File: config.mk
export PLATFORM = sky130hd
export DESIGN_NAME = bsc_coef_regs
export DESIGN_NICKNAME = d
export VERILOG_FILES = /design/src/hw/rtl/bsc_pkg.sv /design/src/hw/rtl/bsc_coef_regs.sv
export SDC_FILE = /design/constraint.sdc
export NUM_CORES = 1
export LEC_CHECK = 0
export BUFFER_PORTS_ARGS = -buffer_cell sky130_fd_sc_hd__buf_2
export CAP_MARGIN = 20
export CORE_MARGIN = 2
export CORE_UTILIZATION = 40
export CTS_CLUSTER_DIAMETER = 100
export DETAILED_ROUTE_END_ITERATION = 6
export PLACE_DENSITY_LB_ADDON = 0.12
export SYNTH_ARGS = -nofsm -noshare
export SYNTH_HDL_FRONTEND = slang
export SYNTH_SLANG_ARGS = --single-unit
File: constraint.sdc
create_clock -name clk -period 2.5 [get_ports clk]
set_clock_uncertainty 0.2 [all_clocks]
set_input_delay 0.75 -clock clk [delete_from_list [all_inputs] [get_ports clk]]
set_output_delay 0.75 -clock clk [all_outputs]
set_load 0.01 [all_outputs]
File: src/hw/rtl/bsc_pkg.sv
package bsc_pkg;

  localparam int CoefW   = 16;
  localparam int RawW    = 24;
  localparam int TempW   = 19;
  localparam int PresW   = 20;
  localparam int CfgIdxW = 3;
  localparam int Latency = 10;

  localparam logic signed [TempW-1:0] TEMP_REF     = 19'sd2000;
  localparam logic signed [TempW-1:0] TEMP_COLD    = -19'sd1500;
  localparam logic signed [TempW-1:0] TEMP_LOW_LIM = -19'sd4000;
  localparam logic signed [TempW-1:0] TEMP_HI_LIM  = 19'sd8500;
  localparam logic signed [PresW-1:0] PRES_MAX     = 20'sd524287;
  localparam logic signed [PresW-1:0] PRES_MIN     = -20'sd524288;

  localparam logic [CoefW-1:0] C1_RESET = 16'd40127;
  localparam logic [CoefW-1:0] C2_RESET = 16'd36924;
  localparam logic [CoefW-1:0] C3_RESET = 16'd23317;
  localparam logic [CoefW-1:0] C4_RESET = 16'd23282;
  localparam logic [CoefW-1:0] C5_RESET = 16'd33464;
  localparam logic [CoefW-1:0] C6_RESET = 16'd28312;

  typedef enum logic [CfgIdxW-1:0] {
    REG_SENS      = 3'd0,
    REG_OFFSET    = 3'd1,
    REG_SENS_TC   = 3'd2,
    REG_OFFSET_TC = 3'd3,
    REG_REF_TEMP  = 3'd4,
    REG_TEMP_SLP  = 3'd5
  } bsc_reg_idx_t;

  typedef struct packed {
    logic [CoefW-1:0] c1;
    logic [CoefW-1:0] c2;
    logic [CoefW-1:0] c3;
    logic [CoefW-1:0] c4;
    logic [CoefW-1:0] c5;
    logic [CoefW-1:0] c6;
  } bsc_coef_t;

endpackage

File: src/hw/rtl/bsc_coef_regs.sv
module bsc_coef_regs
  import bsc_pkg::*;
(
  input  logic               clk,
  input  logic               rst_n,
  input  logic               wr_en,
  input  logic [CfgIdxW-1:0] wr_index,
  input  logic [CoefW-1:0]   wr_data,
  output bsc_coef_t          coef
);

  bsc_coef_t coef_r;
  bsc_coef_t coef_nxt;

  always_comb begin
    coef_nxt = coef_r;
    if (wr_en) begin
      unique case (wr_index)
        REG_SENS:      coef_nxt.c1 = wr_data;
        REG_OFFSET:    coef_nxt.c2 = wr_data;
        REG_SENS_TC:   coef_nxt.c3 = wr_data;
        REG_OFFSET_TC: coef_nxt.c4 = wr_data;
        REG_REF_TEMP:  coef_nxt.c5 = wr_data;
        REG_TEMP_SLP:  coef_nxt.c6 = wr_data;
        default:       coef_nxt = coef_r; // drop writes beyond the register list
      endcase
    end
  end

  always_ff @(posedge clk) begin
    if (!rst_n) begin
      coef_r.c1 <= C1_RESET;
      coef_r.c2 <= C2_RESET;
      coef_r.c3 <= C3_RESET;
      coef_r.c4 <= C4_RESET;
      coef_r.c5 <= C5_RESET;
      coef_r.c6 <= C6_RESET;
    end else begin
      coef_r <= coef_nxt;
    end
  end

  assign coef = coef_r;

endmodule

==> metrics.txt <==
CP Cell Sequence=buf_2; RSZ-0062 raised after global routing=no; 1st-iter DRT viols=104; DIE WIDTH=101.4 um; Leak Pwr=2.283 nW; cell taking the most area after synthesis=dfxtp_1; design area=4715 sq um; CTS Buf Count=9; WL final=9.457 mm; drt pass-1 iters=5; FP Rows=35; distinct cell type count of the synthesized netlist=15; # setup viols final=0; die area=10280 sq um; Clock Tree Root=clkbuf_8; status=completed; reg2reg end=coef[84]; total gr overflow=0; clock tree sinks=96; largest net degree at the start of global routing=40; P_int=2.035 mW; Worst Path Buf+Inv=1; post-DP HPWL=6.722 mm; crit-path max cell delay=360 ps; Core ar.=9240 sq um; fmax=0.5547 GHz; dominant cells by area after synthesis=dfxtp_1, mux2i_1, nor2b_1; CTS H-tree depth=3; Clock Power Share=33.5%; Multi-input gate area=1739 sq um; Max Slew Vio Count=0; Vias/cell=4.650; Final ANT Viol Nets=0; # hold bufs at CTS=0; # diodes=0; slowest cell on the critical path=dfxtp_1; Worst path top cell family by delay=flip-flops; Final Hold Violating Endpoints=0; register area share after synthesis=50.68%; Storage cell area=1922 sq um; Switch Pwr=0.7086 mW; max-cap viol count=0; Max VDD drop=0.2634 mV; critical path capture point=coef[88]; top cell type's share of synthesized area=50.68%; post-CTS resize count=0; crit path max fanout=2; Final GP Congestion=0.7632; clk slew on worst S/H paths=90 ps; starting density of the core=41.04%; layout net count=494; routed via count=2818; Clock Latency Late Sink=350 ps; worst path arrival time=850 ps; synthesized area=3792 sq um; post-synthesis sequential element count=96; synthesized area per cell=10.56 sq um; sequential power share=57.6%; most common cell after layout, fill and taps aside=buf_2; Mapped Nets=381; Comb power frac=8.9%; switching power share of the total=25.83%; R2R setup slack=1640 ps; min cycle time layout=1803 ps; Routed WL per cell=15.61 um; Crit path depth=1; reg2reg start=coef[84]; PD cells=582.0 nW/um^2; Mapped Cells=359; worst hold path type=reg2reg; die height=101.4 um; fill count=897; drt drc=0; CTS Buffer Depth=2; PortBufs=117; TNS Setup=0 ps; Worst Hold Margin=260.2 ps; synthesis-to-finish area growth=24.32%; gr usage total=18.82%; Critical Path RT=1550 ps; commonest cells after routing, fill and taps aside=buf_2, mux2i_1, dfxtp_1, nor2b_1, nand2_1; r2r worst-path depth=2; Setup CP Type=reg2out; share of post-route cells with drive strength above 1=31.45%; boundary pin count=118; Synth warnings=0; Post-CTS Setup Bufs=0; crit path launch=coef[88]; Finished Layout Cells=606; vias in the first global route=2781; Worst-Margin Slew=613.9 ps; max reg flops=96; relative slew slack=58.97%; initial antenna violation count=0; Post-DP Area=4541 sq um; placed cells=590; first-pass GRT wire length=14.91 mm; CTS tree=yes; Final period util=72.11%; crit path launch type=register; CP endpoint kind=primary output
layer usage:
layer | wire length [um] | track usage, % | vias to the layer above
met5 | 0 | 0 | -
met4 | 116 | 6.757 | 0
met3 | 418 | 4.141 | 9
met2 | 4276 | 28.99 | 62
met1 | 4645 | 26.05 | 1337
li1 | - | - | 1410
stage by stage:
step	setup slack, ps	total power [mW]	utilization (%)
floorplan	393.0	1.762	-
global placement	390.4	1.860	49.14
detailed placement	366.1	1.863	49.14
CTS	675.3	2.776	51.02
global route	648.9	2.864	51.02
finish	697.3	2.744	51.02
logic make-up after synthesis:
group,count (synthesis),share of synthesized area [%]
muxes,96,25.34
buffers and inverters,29,4.025
and+or+nand+nor,138,19.96
DFF,96,50.68
power by group through the flow:
stage | clock network [mW] | logic [mW] | registers [mW]
2_1_floorplan | 0 | 0.132 | 1.63
3_3_place_gp | 0 | 0.245 | 1.61
3_5_place_dp | 0 | 0.248 | 1.61
4_1_cts | 0.948 | 0.248 | 1.58
5_1_grt | 1.01 | 0.268 | 1.58
6_report | 0.919 | 0.245 | 1.58
how the worst min path moves through the flow:
stage,start,end,slack [ps],cells past startpoint
3_5_place_dp,coef[74],coef[74],240,2
6_report,coef[51],coef[51],260,2
3_3_place_gp,coef[51],coef[51],240,2
2_1_floorplan,coef[34],coef[34],280,2
5_1_grt,coef[51],coef[51],280,2
4_1_cts,coef[51],coef[51],260,2
area by class of cell:
cell class	instances	share of cell area, %
Clock inverter	6	0.9820
Tap cell	129	3.424
Sequential cell	96	40.76
Multi-Input combinational cell	234	36.89
Timing Repair Buffer	131	15.23
Clock buffer	10	2.707
cell usage after synthesis:
cell type / count
nor4b_2: 1
buf_6: 2
buf_2: 11
and4b_1: 2
buf_4: 1
nor4bb_1: 2
mux2i_1: 96
nor2b_1: 64
nand4b_1: 2
clkbuf_1: 14
nand4bb_1: 3
buf_8: 1
nand2_1: 63
or4b_4: 1
dfxtp_1: 96
(Power assumes the default switching activity.)
